### src/ptg_pkg.sv
`timescale 1ns / 1ps

package ptg_pkg;

   localparam int QUEUE_DEPTH = 16;
   localparam int CNT_W       = $clog2(QUEUE_DEPTH + 1);
   localparam int DUR_W       = 16;
   localparam int ACT_W       = 2;
   localparam int COUNT_OUT_W = 5;
   localparam int CSR_ADDR_W  = 3;
   localparam int CSR_DATA_W  = 32;

   localparam logic [DUR_W-1:0] OFFSET_RESET = 16'd72;

   localparam logic [ACT_W-1:0] ACT_TICK   = 2'd0;
   localparam logic [ACT_W-1:0] ACT_SCHED  = 2'd1;
   localparam logic [ACT_W-1:0] ACT_STAGE  = 2'd2;
   localparam logic [ACT_W-1:0] ACT_COMMIT = 2'd3;

   localparam logic REG_DURATION_OFFSET = 1'b0;

   typedef struct packed {
      logic             level;
      logic [DUR_W-1:0] dur;
   } seg_type;

   typedef struct packed {
      logic load;
      logic shift;
   } cell_ctl_type;

endpackage

### src/ptg_cell.sv
`timescale 1ns / 1ps

module ptg_cell (
   input  logic                 clock,
   input  ptg_pkg::cell_ctl_type ctl,
   input  ptg_pkg::seg_type     nbr_seg,
   input  ptg_pkg::seg_type     new_seg,
   output ptg_pkg::seg_type     seg
);
   import ptg_pkg::*;

   seg_type seg_ff;
   seg_type seg_in;

   // load wins over shift: on a pop the new entry lands one slot nearer the head
   always_comb begin
      seg_in = seg_ff;
      if (ctl.load) begin
         seg_in = new_seg;
      end else if (ctl.shift) begin
         seg_in = nbr_seg;
      end
   end

   always_ff @(posedge clock) begin
      seg_ff <= seg_in;
   end

   assign seg = seg_ff;

endmodule

### src/ptg_csr.sv
`timescale 1ns / 1ps

module ptg_csr (
   input  logic                              clock,
   input  logic                              reset,
   input  logic                              csr_psel,
   input  logic                              csr_penable,
   input  logic                              csr_pwrite,
   input  logic [ptg_pkg::CSR_ADDR_W-1:0]    csr_paddr,
   input  logic [ptg_pkg::CSR_DATA_W-1:0]    csr_pwdata,
   output logic [ptg_pkg::CSR_DATA_W-1:0]    csr_prdata,
   output logic                              csr_pready,
   output logic [ptg_pkg::DUR_W-1:0]         duration_offset
);
   import ptg_pkg::*;

   logic [DUR_W-1:0] offset_ff;
   logic [DUR_W-1:0] offset_in;
   logic             reg_idx;
   logic             wr_en;

   assign reg_idx = csr_paddr[CSR_ADDR_W-1];
   assign wr_en   = csr_psel && csr_penable && csr_pwrite && csr_pready;

   always_comb begin
      offset_in = offset_ff;
      if (wr_en && (reg_idx == REG_DURATION_OFFSET)) begin
         offset_in = csr_pwdata[DUR_W-1:0];
      end
   end

   always_ff @(posedge clock) begin
      if (reset) begin
         offset_ff <= OFFSET_RESET;
      end else begin
         offset_ff <= offset_in;
      end
   end

   always_comb begin
      csr_prdata = '0;
      if (reg_idx == REG_DURATION_OFFSET) begin
         csr_prdata = CSR_DATA_W'(offset_ff);
      end
   end

   assign csr_pready      = 1'b1;
   assign duration_offset = offset_ff;

endmodule

### src/fifo_pulse_train_generator_top.sv
`timescale 1ns / 1ps

// A result beat is registered and appears in the cycle after its request beat is accepted.
// Throughput: one request beat per cycle; a new beat is taken while the result
// register is empty or being drained, so the row of queue cells never stalls it.
// Reset: clears queue counts, timer, running flag and pin level; offset reloads 72.
// Queue cell contents are not cleared; no clearing pass follows reset.
module fifo_pulse_train_generator_top (
   input  logic                              clock,
   input  logic                              reset,
   input  logic                              req_valid,
   output logic                              req_stall,
   input  logic [ptg_pkg::ACT_W-1:0]         req_action,
   input  logic                              req_level_bit,
   input  logic [ptg_pkg::DUR_W-1:0]         req_duration,
   output logic                              rsp_valid,
   input  logic                              rsp_stall,
   output logic                              rsp_pin_level,
   output logic                              rsp_running,
   output logic [ptg_pkg::COUNT_OUT_W-1:0]   rsp_queue_count,
   output logic                              rsp_dropped,
   input  logic                              csr_psel,
   input  logic                              csr_penable,
   input  logic                              csr_pwrite,
   input  logic [ptg_pkg::CSR_ADDR_W-1:0]    csr_paddr,
   input  logic [ptg_pkg::CSR_DATA_W-1:0]    csr_pwdata,
   output logic [ptg_pkg::CSR_DATA_W-1:0]    csr_prdata,
   output logic                              csr_pready
);
   import ptg_pkg::*;

   logic [DUR_W-1:0] duration_offset;

   logic [CNT_W-1:0] vis_ff, vis_in, vis_mid;
   logic [CNT_W-1:0] total_ff, total_in;
   logic [DUR_W-1:0] tick_ff, tick_in;
   logic [DUR_W-1:0] reload_ff, reload_in;
   logic             active_ff, active_in;
   logic             level_ff, level_in;

   logic             rsp_valid_ff;
   logic             rsp_level_ff;
   logic             rsp_running_ff;
   logic [CNT_W-1:0] rsp_count_ff;
   logic             rsp_dropped_ff;

   logic             accept;
   logic             full;
   logic             push;
   logic             pop_req;
   logic             pop_do;
   logic             dropped;
   logic             store_new;
   logic [DUR_W-1:0] adj_dur;
   logic [CNT_W-1:0] wr_pos;
   seg_type          new_seg;
   seg_type          head_seg;

   seg_type          seg_q   [QUEUE_DEPTH];
   seg_type          nbr_q   [QUEUE_DEPTH];
   cell_ctl_type     cell_ctl[QUEUE_DEPTH];

   ptg_csr u_csr (
      .clock           (clock),
      .reset           (reset),
      .csr_psel        (csr_psel),
      .csr_penable     (csr_penable),
      .csr_pwrite      (csr_pwrite),
      .csr_paddr       (csr_paddr),
      .csr_pwdata      (csr_pwdata),
      .csr_prdata      (csr_prdata),
      .csr_pready      (csr_pready),
      .duration_offset (duration_offset)
   );

   assign req_stall = rsp_valid_ff && rsp_stall;
   assign accept    = req_valid && !req_stall;
   assign full      = (total_ff == CNT_W'(QUEUE_DEPTH));

   assign adj_dur       = (req_duration > duration_offset) ? (req_duration - duration_offset)
                                                           : '0;
   assign new_seg.level = req_level_bit;
   assign new_seg.dur   = adj_dur;

   // with nothing stored, the segment pushed in this beat is the one popped
   assign head_seg = (total_ff == '0) ? new_seg : seg_q[0];

   always_comb begin
      push     = 1'b0;
      dropped  = 1'b0;
      pop_req  = 1'b0;
      vis_mid  = vis_ff;
      total_in = total_ff;
      tick_in  = tick_ff;
      unique case (req_action)
         ACT_TICK: begin
            if (active_ff) begin
               if (tick_ff == reload_ff) begin
                  pop_req = 1'b1;
               end else begin
                  tick_in = tick_ff + DUR_W'(1);
               end
            end
         end
         ACT_SCHED: begin
            if (full) begin
               dropped = 1'b1;
            end else begin
               push     = 1'b1;
               vis_mid  = vis_ff + CNT_W'(1);
               total_in = total_ff + CNT_W'(1);
               pop_req  = !active_ff;
            end
         end
         ACT_STAGE: begin
            if (full) begin
               dropped = 1'b1;
            end else begin
               push     = 1'b1;
               total_in = total_ff + CNT_W'(1);
            end
         end
         ACT_COMMIT: begin
            vis_mid = total_ff;
            pop_req = !active_ff;
         end
         default: begin
         end
      endcase

      vis_in    = vis_mid;
      pop_do    = 1'b0;
      level_in  = level_ff;
      active_in = active_ff;
      reload_in = reload_ff;
      if (pop_req) begin
         if (vis_mid == '0) begin
            level_in  = 1'b0;
            active_in = 1'b0;
         end else begin
            pop_do   = 1'b1;
            vis_in   = vis_mid - CNT_W'(1);
            total_in = total_in - CNT_W'(1);
            level_in = head_seg.level;
            // level low with zero length ends the train
            if (!head_seg.level && (head_seg.dur == '0)) begin
               active_in = 1'b0;
            end else begin
               active_in = 1'b1;
               reload_in = head_seg.dur;
               tick_in   = '0;
            end
         end
      end
   end

   assign wr_pos    = pop_do ? (total_ff - CNT_W'(1)) : total_ff;
   assign store_new = push && !(pop_do && (total_ff == '0));

   for (genvar i = 0; i < QUEUE_DEPTH; i++) begin : g_cell
      if (i == QUEUE_DEPTH - 1) begin : g_tail
         assign nbr_q[i] = seg_q[i];
      end else begin : g_body
         assign nbr_q[i] = seg_q[i+1];
      end

      assign cell_ctl[i].load  = accept && store_new && (wr_pos == CNT_W'(i));
      assign cell_ctl[i].shift = accept && pop_do;

      ptg_cell u_cell (
         .clock   (clock),
         .ctl     (cell_ctl[i]),
         .nbr_seg (nbr_q[i]),
         .new_seg (new_seg),
         .seg     (seg_q[i])
      );
   end

   always_ff @(posedge clock) begin
      if (reset) begin
         vis_ff    <= '0;
         total_ff  <= '0;
         tick_ff   <= '0;
         reload_ff <= '0;
         active_ff <= 1'b0;
         level_ff  <= 1'b0;
      end else if (accept) begin
         vis_ff    <= vis_in;
         total_ff  <= total_in;
         tick_ff   <= tick_in;
         reload_ff <= reload_in;
         active_ff <= active_in;
         level_ff  <= level_in;
      end
   end

   always_ff @(posedge clock) begin
      if (reset) begin
         rsp_valid_ff <= 1'b0;
      end else if (accept) begin
         rsp_valid_ff <= 1'b1;
      end else if (!rsp_stall) begin
         rsp_valid_ff <= 1'b0;
      end
   end

   always_ff @(posedge clock) begin
      if (accept) begin
         rsp_level_ff   <= level_in;
         rsp_running_ff <= active_in;
         rsp_count_ff   <= vis_in;
         rsp_dropped_ff <= dropped;
      end
   end

   assign rsp_valid       = rsp_valid_ff;
   assign rsp_pin_level   = rsp_level_ff;
   assign rsp_running     = rsp_running_ff;
   assign rsp_queue_count = COUNT_OUT_W'(rsp_count_ff);
   assign rsp_dropped     = rsp_dropped_ff;

`ifndef ASSERT_OFF
   a_vis_le_total: assert property (@(posedge clock) disable iff (reset)
      vis_ff <= total_ff)
      else $error("visible count exceeds stored count");

   a_total_le_depth: assert property (@(posedge clock) disable iff (reset)
      total_ff <= CNT_W'(QUEUE_DEPTH))
      else $error("stored count exceeds queue depth");

   a_tick_le_reload: assert property (@(posedge clock) disable iff (reset)
      active_ff |-> (tick_ff <= reload_ff))
      else $error("tick counter ran past reload value");

   a_drop_when_full: assert property (@(posedge clock) disable iff (reset)
      (accept && dropped) |=> (total_ff == CNT_W'(QUEUE_DEPTH)))
      else $error("beat dropped while queue had room");

   a_idle_timer_hold: assert property (@(posedge clock) disable iff (reset)
      (accept && !active_ff && (req_action == ACT_TICK)) |=> $stable(tick_ff))
      else $error("timer moved while stopped");
`endif

endmodule

### config.mk
export PLATFORM = sky130hd
export DESIGN_NAME = fifo_pulse_train_generator_top
export DESIGN_NICKNAME = d
export VERILOG_FILES = /design/src/ptg_pkg.sv /design/src/ptg_cell.sv /design/src/ptg_csr.sv /design/src/fifo_pulse_train_generator_top.sv
export SDC_FILE = /design/constraint.sdc
export NUM_CORES = 1
export LEC_CHECK = 0
export BUFFER_PORTS_ARGS = -buffer_cell sky130_fd_sc_hd__buf_2
export CORE_MARGIN = 2
export CORE_UTILIZATION = 55
export CTS_CLUSTER_DIAMETER = 150
export DETAILED_ROUTE_END_ITERATION = 6
export PLACE_DENSITY_LB_ADDON = 0.05
export SKIP_LAST_GASP = 1
export SLEW_MARGIN = 20
export SYNTH_ARGS = -nofsm -noshare
export SYNTH_HDL_FRONTEND = slang
export SYNTH_SLANG_ARGS = --single-unit
### constraint.sdc
create_clock -name clock -period 4.4 [get_ports clock]
set_input_delay 0.88 -clock clock [delete_from_list [all_inputs] [get_ports clock]]
set_output_delay 0.88 -clock clock [all_outputs]
set_load 0.01 [all_outputs]
==> results of run 1 <==
## sequential cells by signal, indices dropped and copies added (netlist names), 5 cells and up
signal / flops
tick_ff: 16
vis_ff: 5
g_cell.u_cell.seg: 272
rsp_queue_count: 5
total_ff: 5
u_csr.duration_offset: 16
reload_ff: 16
## cell usage in the layout (no fill, tap or decap), types with 26 or more instances in the layout
cell         n
a22o_1      40
nand2_1    238
inv_1       48
a21oi_1     46
edfxtp_1   280
o2bb2ai_1   96
buf_4       66
xor2_1      37
buf_12      29
nor3_1      26
o21ai_0    127
nor2_1      54
buf_2       68
dfxtp_1     61
clkbuf_16   38
nand2_2     26
ha_1        26
## power by group through the flow
| stage | sequential (mW) | clock, mW | combinational, mW |
|---|---|---|---|
| finish | 3.84 | 2.96 | 1.41 |
| floorplan | 3.89 | 0 | 0.906 |
| global route | 3.86 | 3.13 | 1.55 |
| CTS | 3.85 | 3.01 | 1.41 |
| global placement | 3.91 | 0 | 1.37 |
| detailed placement | 3.91 | 0 | 1.40 |
## through the flow
stage | setup slack, ps | cells
finish | 411 | 2006
global placement | -134 | 1939
floorplan | 21.6 | 1498
global route | 49.8 | 2006
detailed placement | -170 | 1939
CTS | 53.3 | 2006
## routing by layer
layer | GRT usage (%) | wire, µm | up-vias
li1 | - | - | 5674
met1 | 33.0 | 16700 | 5753
met2 | 43.0 | 18900 | 344
met3 | 3.19 | 2180 | 64
met4 | 6.45 | 841 | 0
met5 | 0 | 0 | -
## worst register-to-register path, cell delays in order (launching register included)
cell,delay [ps]
dfxtp_1,400
inv_2,110
ha_2,240
and4bb_4,250
a21o_1,200
a221oi_2,260
ha_1,210
inv_1,50
a221oi_1,180
and3_1,220
and3_4,210
nor3_4,60
buf_4,180
o22ai_1,260
buf_4,190
o211ai_1,140
buf_12,210
nand2_2,170
buf_12,170
## logic make-up (layout without fill, tap and decap cells)
| family | count (synthesis) | count (layout) | synth area share [%] |
|---|---|---|---|
| and+or+nand+nor | 464 | 464 | 13.4 |
| AOI/OAI and AO/OA | 411 | 411 | 17.6 |
| DFF | 341 | 341 | 58.0 |
| buffers and inverters | 162 | 280 | 4.61 |
| xor gates and xnor gates | 50 | 50 | 2.64 |
| adders and majority gates | 28 | 28 | 2.16 |
| muxes | 25 | 25 | 1.58 |
| other | 2 | 17 | 0.0453 |
## path summary, 6_finish.rpt
check                                        startpoint                                     to  slack, ps  depth (start not counted)
hold reg to reg   u_csr.duration_offset[4]$_SDFFE_PP0P_  u_csr.duration_offset[4]$_SDFFE_PP0P_        460                          2
hold / removal    u_csr.duration_offset[4]$_SDFFE_PP0P_  u_csr.duration_offset[4]$_SDFFE_PP0P_        460                          2
setup / recovery               total_ff[1]$_SDFFE_PP0P_      g_cell[5].u_cell.seg[7]$_DFFE_PP_        410                         18
setup reg to reg               total_ff[1]$_SDFFE_PP0P_      g_cell[5].u_cell.seg[7]$_DFFE_PP_        410                         18
## cell type report
| type | count | area [µm²] | share of cell area (%) |
|---|---|---|---|
| clock inverter | 22 | 178 | 0.925 |
| multi-input combinational | 995 | 6330 | 33.0 |
| sequential | 341 | 9630 | 50.1 |
| inverter | 50 | 188 | 0.977 |
| tap | 390 | 488 | 2.54 |
| timing repair buffer | 163 | 1420 | 7.38 |
| clock buffer | 45 | 977 | 5.09 |
==> impl_metrics.json, run 1 <==
{
  "total_power_mw": 8.22,
  "initial_utilization_pct": 56.0,
  "synth_commonest_cells": "edfxtp_1, nand2_1, o21ai_0",
  "cp_top_family": "compound AO/OA/AOI/OAI gates",
  "fmax_ghz": 0.251,
  "skew_ps": 17.9,
  "synth_top_area_share_pct": 50.7,
  "p_int_mw": 6.01,
  "n_antenna_cell": 0,
  "hpwlAfterDp_um": 28100,
  "ant_nets": 0,
  "routed_wl_um": 38600,
  "path_cells": "inv_2 -> ha_2 -> and4bb_4 -> a21o_1 -> a221oi_2 -> ha_1 -> inv_1 -> a221oi_1 -> and3_1 -> and3_4 -> nor3_4 -> buf_4 -> o22ai_1 -> buf_4 -> o211ai_1 -> buf_12 -> nand2_2 -> buf_12",
  "viasPerCell": 5.90,
  "p_leak_nw": 7.49,
  "grtUsageTotal_pct": 24.8,
  "p_clk_share_pct": 36.0,
  "relSlewSlack_pct": 44.7,
  "cts.clk_slew.worst_paths_ps": 60,
  "end_kind": "flip-flop",
  "cts_tree": "done",
  "row_count": 63,
  "cts_hold_buf": 0,
  "portBuffers": 68,
  "antenna_found_initial": 0,
  "sw_frac_of_total_pct": 26.8,
  "status": "completed",
  "ys_seq_area_share_pct": 58.0,
  "synthFlopType": "edfxtp_1",
  "synth_seq_cells": 341,
  "stdcell_area_um2": 19200,
  "drc": 0,
  "wire_per_inst_um": 19.2,
  "fin_crit_ps": 3990,
  "cp_max_fo": 34,
  "dr.pass1.iters": 5,
  "combPwrFrac_pct": 17.2,
  "min_path_type": "flip-flop to flip-flop",
  "post-cts-setup-buffers": 0,
  "synth_cell_types": 86,
  "pin_count": 104,
  "synth_most_common_cell": "edfxtp_1",
  "clkSinkCount": 341,
  "final.setup.tns_ps": 0,
  "holdWs_ps": 457,
  "worstPathArrival_ps": 4220,
  "netlist_instances": 1483,
  "critical-path-slowest-cell": "dfxtp_1",
  "num_vias": 11800,
  "grt_max_degree": 44,
  "max_stage_delay_ps": 400,
  "drv_slew": 0,
  "vdd_drop_max_mv": 0.364,
  "yosysWarningCount": 0,
  "htreeDepth": 2,
  "utilization_pct": 64.8,
  "required_ps": 4630,
  "setup_viol": 0,
  "grt_pass1_vias": 11400,
  "die_w_um": 178,
  "synth_area_leaders": "edfxtp_1, dfxtp_1, nand2_1",
  "hold_violations": 0,
  "die_area_um2": 31600,
  "worstPathBufferInverterCount": 6,
  "grt_pass1_wl_um": 60800,
  "clk_path_buf_depth": 3,
  "worstMarginPinSlew_ps": 824,
  "synthArstFlopShare_pct": 0,
  "p_sw_mw": 2.21,
  "synthToLayoutAreaGrowth_pct": 15.7,
  "power_frac_seq_pct": 46.8,
  "fillers": 2331,
  "synthesis.area_per_instance_um2": 11.2,
  "core_um2": 29600,
  "finalCritPeriodShare_pct": 90.7,
  "placed_cell_area_um2": 18000,
  "drv_cap": 0,
  "cts_root_buffer": "clkbuf_16",
  "syn_area_um2": 16600,
  "synth_area_leader_cell": "edfxtp_1",
  "clkLatencyLatePin_ps": 530,
  "routabilityCongestion": 0.893,
  "worstSetupPathType": "flip-flop to flip-flop",
  "drive_gt1_share_pct": 18.6,
  "drt_iter0_drc": 956,
  "synth-edff-count": 280,
  "startpoint_type": "flip-flop",
  "chipHeight_um": 178,
  "grt_remaining_overflow": 0,
  "numCtsBuffers": 37,
  "powerDensity_nw_per_um2": 428,
  "rsz0062_at_grt": "no",
  "finish.net_count": 1677,
  "cts-resized-gates": 0
}
Note: power is estimated with default switching activity, not from simulation.
==> inputs of run 2 (changes only) <==
Clock period 4.4 ns to 3.86 ns, I/O delays scaled along.
==> run 2 against run 1 <==
Against the previous run: die area unchanged; via count is 0.40% higher; sequential share of layout area is 2.5 points lower; power up 18%; largest cell class unchanged; routed wire length increased by 2.1%; cell count is 3.4% higher.
==> impl_metrics.json, run 2 (synthesis gave the netlist of run 1 again) <==
{
  "drive_gt1_share_pct": 25.2,
  "grtUsageTotal_pct": 25.1,
  "stdcell_area_um2": 20200,
  "synthToLayoutAreaGrowth_pct": 21.8,
  "initial_utilization_pct": 56.0,
  "grt_max_degree": 43,
  "relSlewSlack_pct": 43.4,
  "placed_cell_area_um2": 18800,
  "cp-startpoint": "total_ff[0]$_SDFFE_PP0P_",
  "pin_count": 104,
  "antenna_found_initial": 0,
  "finish.net_count": 1746,
  "vdd_drop_max_mv": 0.446,
  "total_power_mw": 9.68,
  "die_w_um": 178,
  "cp_max_fo": 17,
  "cts_tree": "done",
  "chipHeight_um": 178,
  "powerDensity_nw_per_um2": 478,
  "grt_pass1_vias": 11400,
  "p_leak_nw": 7.90,
  "die_area_um2": 31600,
  "worstMarginPinSlew_ps": 844,
  "clkSinkCount": 341,
  "numCtsBuffers": 38,
  "num_vias": 11900,
  "fillers": 2219,
  "rr_startpoint": "total_ff[0]$_SDFFE_PP0P_",
  "status": "completed",
  "portBuffers": 68,
  "drt_iter0_drc": 810,
  "dr.pass1.iters": 5,
  "final.setup.tns_ps": 0,
  "drv_slew": 0,
  "row_count": 63,
  "grt_remaining_overflow": 0,
  "n_antenna_cell": 0,
  "startpoint_type": "flip-flop",
  "drc": 0,
  "cts_root_buffer": "clkbuf_16",
  "end_kind": "flip-flop",
  "clkLatencyLatePin_ps": 540,
  "r2r_setup_slack_ps": 110,
  "worstHoldStart": "u_csr.duration_offset[2]$_SDFFE_PP0P_",
  "routed_wl_um": 39400,
  "skew_ps": 22.0,
  "fmax_ghz": 0.266,
  "htreeDepth": 2,
  "worstSetupPathType": "flip-flop to flip-flop",
  "fin_crit_ps": 3750,
  "required_ps": 4090,
  "viasPerCell": 5.73,
  "cts_hold_buf": 0,
  "cts.clk_slew.worst_paths_ps": 60,
  "setup_viol": 0,
  "largest_register_ffs": 272,
  "worstPathArrival_ps": 3990,
  "grt_pass1_wl_um": 61400,
  "timing.rr.end": "g_cell[9].u_cell.seg[8]$_DFFE_PP_",
  "mostFrequentLayoutCell": "edfxtp_1",
  "clk_path_buf_depth": 3,
  "drv_cap": 0,
  "wire_per_inst_um": 19.0,
  "holdWs_ps": 453,
  "hpwlAfterDp_um": 28900,
  "r2r_cells": 16,
  "core_um2": 29600,
  "finalCritPeriodShare_pct": 97.2,
  "min_path_type": "flip-flop to flip-flop",
  "layout_common_cells": "edfxtp_1, nand2_1, buf_4",
  "hold_violations": 0,
  "routabilityCongestion": 0.848,
  "ant_nets": 0,
  "setup.worst_path.end": "g_cell[9].u_cell.seg[8]$_DFFE_PP_"
}
==> run 2: cell count changes in the layout (fill, tap and decap cells not counted), moves of 6 or more <==
cell	change
buf_12	-7
buf_4	+71
nand2_8	+11
o2bb2ai_2	+36
nand2_1	-12
clkinv_2	-6
o2bb2ai_1	-36
nand2_4	+8
==> run 2: worst min-delay path by stage <==
stage / endpoint / slack (ps) / cells past startpoint
after floorplan: u_csr.duration_offset[10]$_SDFFE_PP0P_ / 440 / 2
after global placement: u_csr.duration_offset[15]$_SDFFE_PP0P_ / 440 / 2
after detailed placement: u_csr.duration_offset[2]$_SDFFE_PP0P_ / 450 / 2
after CTS: u_csr.duration_offset[6]$_SDFFE_PP1P_ / 450 / 3
after global routing: u_csr.duration_offset[6]$_SDFFE_PP1P_ / 460 / 3
final: u_csr.duration_offset[2]$_SDFFE_PP0P_ / 450 / 2
==> run 2: power breakdown <==
group | total, mW | leakage, nW | internal [mW] | switching, mW
Clock | 3.47 | 0.580 | 2.01 | 1.46
Sequential | 4.38 | 3.06 | 4.30 | 0.0883
Combinational | 1.82 | 4.27 | 0.728 | 1.09
==> run 2: stage by stage <==
| step | instances | util [%] | worst slack [ps] |
|---|---|---|---|
| CTS | 2062 | 67.5 | 41.1 |
| global route | 2074 | 68.2 | -6.66 |
| floorplan | 1498 | - | -126 |
| detailed placement | 1995 | 63.5 | -456 |
| finish | 2074 | 68.2 | 107 |
| global placement | 1995 | 63.5 | -416 |
==> run 2: timing repair <==
action,CTS,global route
buffers inserted,0,9
resized for setup,0,10
setup endpoints to repair,0,435
endpoints found under the hold margin,0,0
==> run 2: final cells by class <==
cell class / instances / area, µm² / area share (%)
well taps: 390 / 488 / 2.41
clock inverters: 18 / 171 / 0.848
multi-input cells: 998 / 6900 / 34.1
clock buffers: 49 / 1020 / 5.03
repair buffers: 228 / 1820 / 9.00
inverters: 50 / 200 / 0.990
flip-flops and latches: 341 / 9630 / 47.6
==> run 2: critical path, cell delays in order (launching register included) <==
cell and delay (ps):
dfxtp_1 320, inv_1 60, ha_2 220, and4bb_4 230, a21o_1 200, a221oi_2 280
ha_2 240, inv_1 50, a221oi_2 160, and3_1 240, and3_4 240, nor3_2 80
a211o_4 410, a21boi_4 290, buf_12 180, nand2_8 90, nand2_8 150
==> run 2: per-layer routing <==
layer / vias up / wire length [µm] / track usage [%]
li1: 5841 / - / -
met1: 5712 / 17400 / 33.3
met2: 275 / 19400 / 43.5
met3: 54 / 1880 / 3.68
met4: 0 / 774 / 6.35
met5: - / 0 / 0
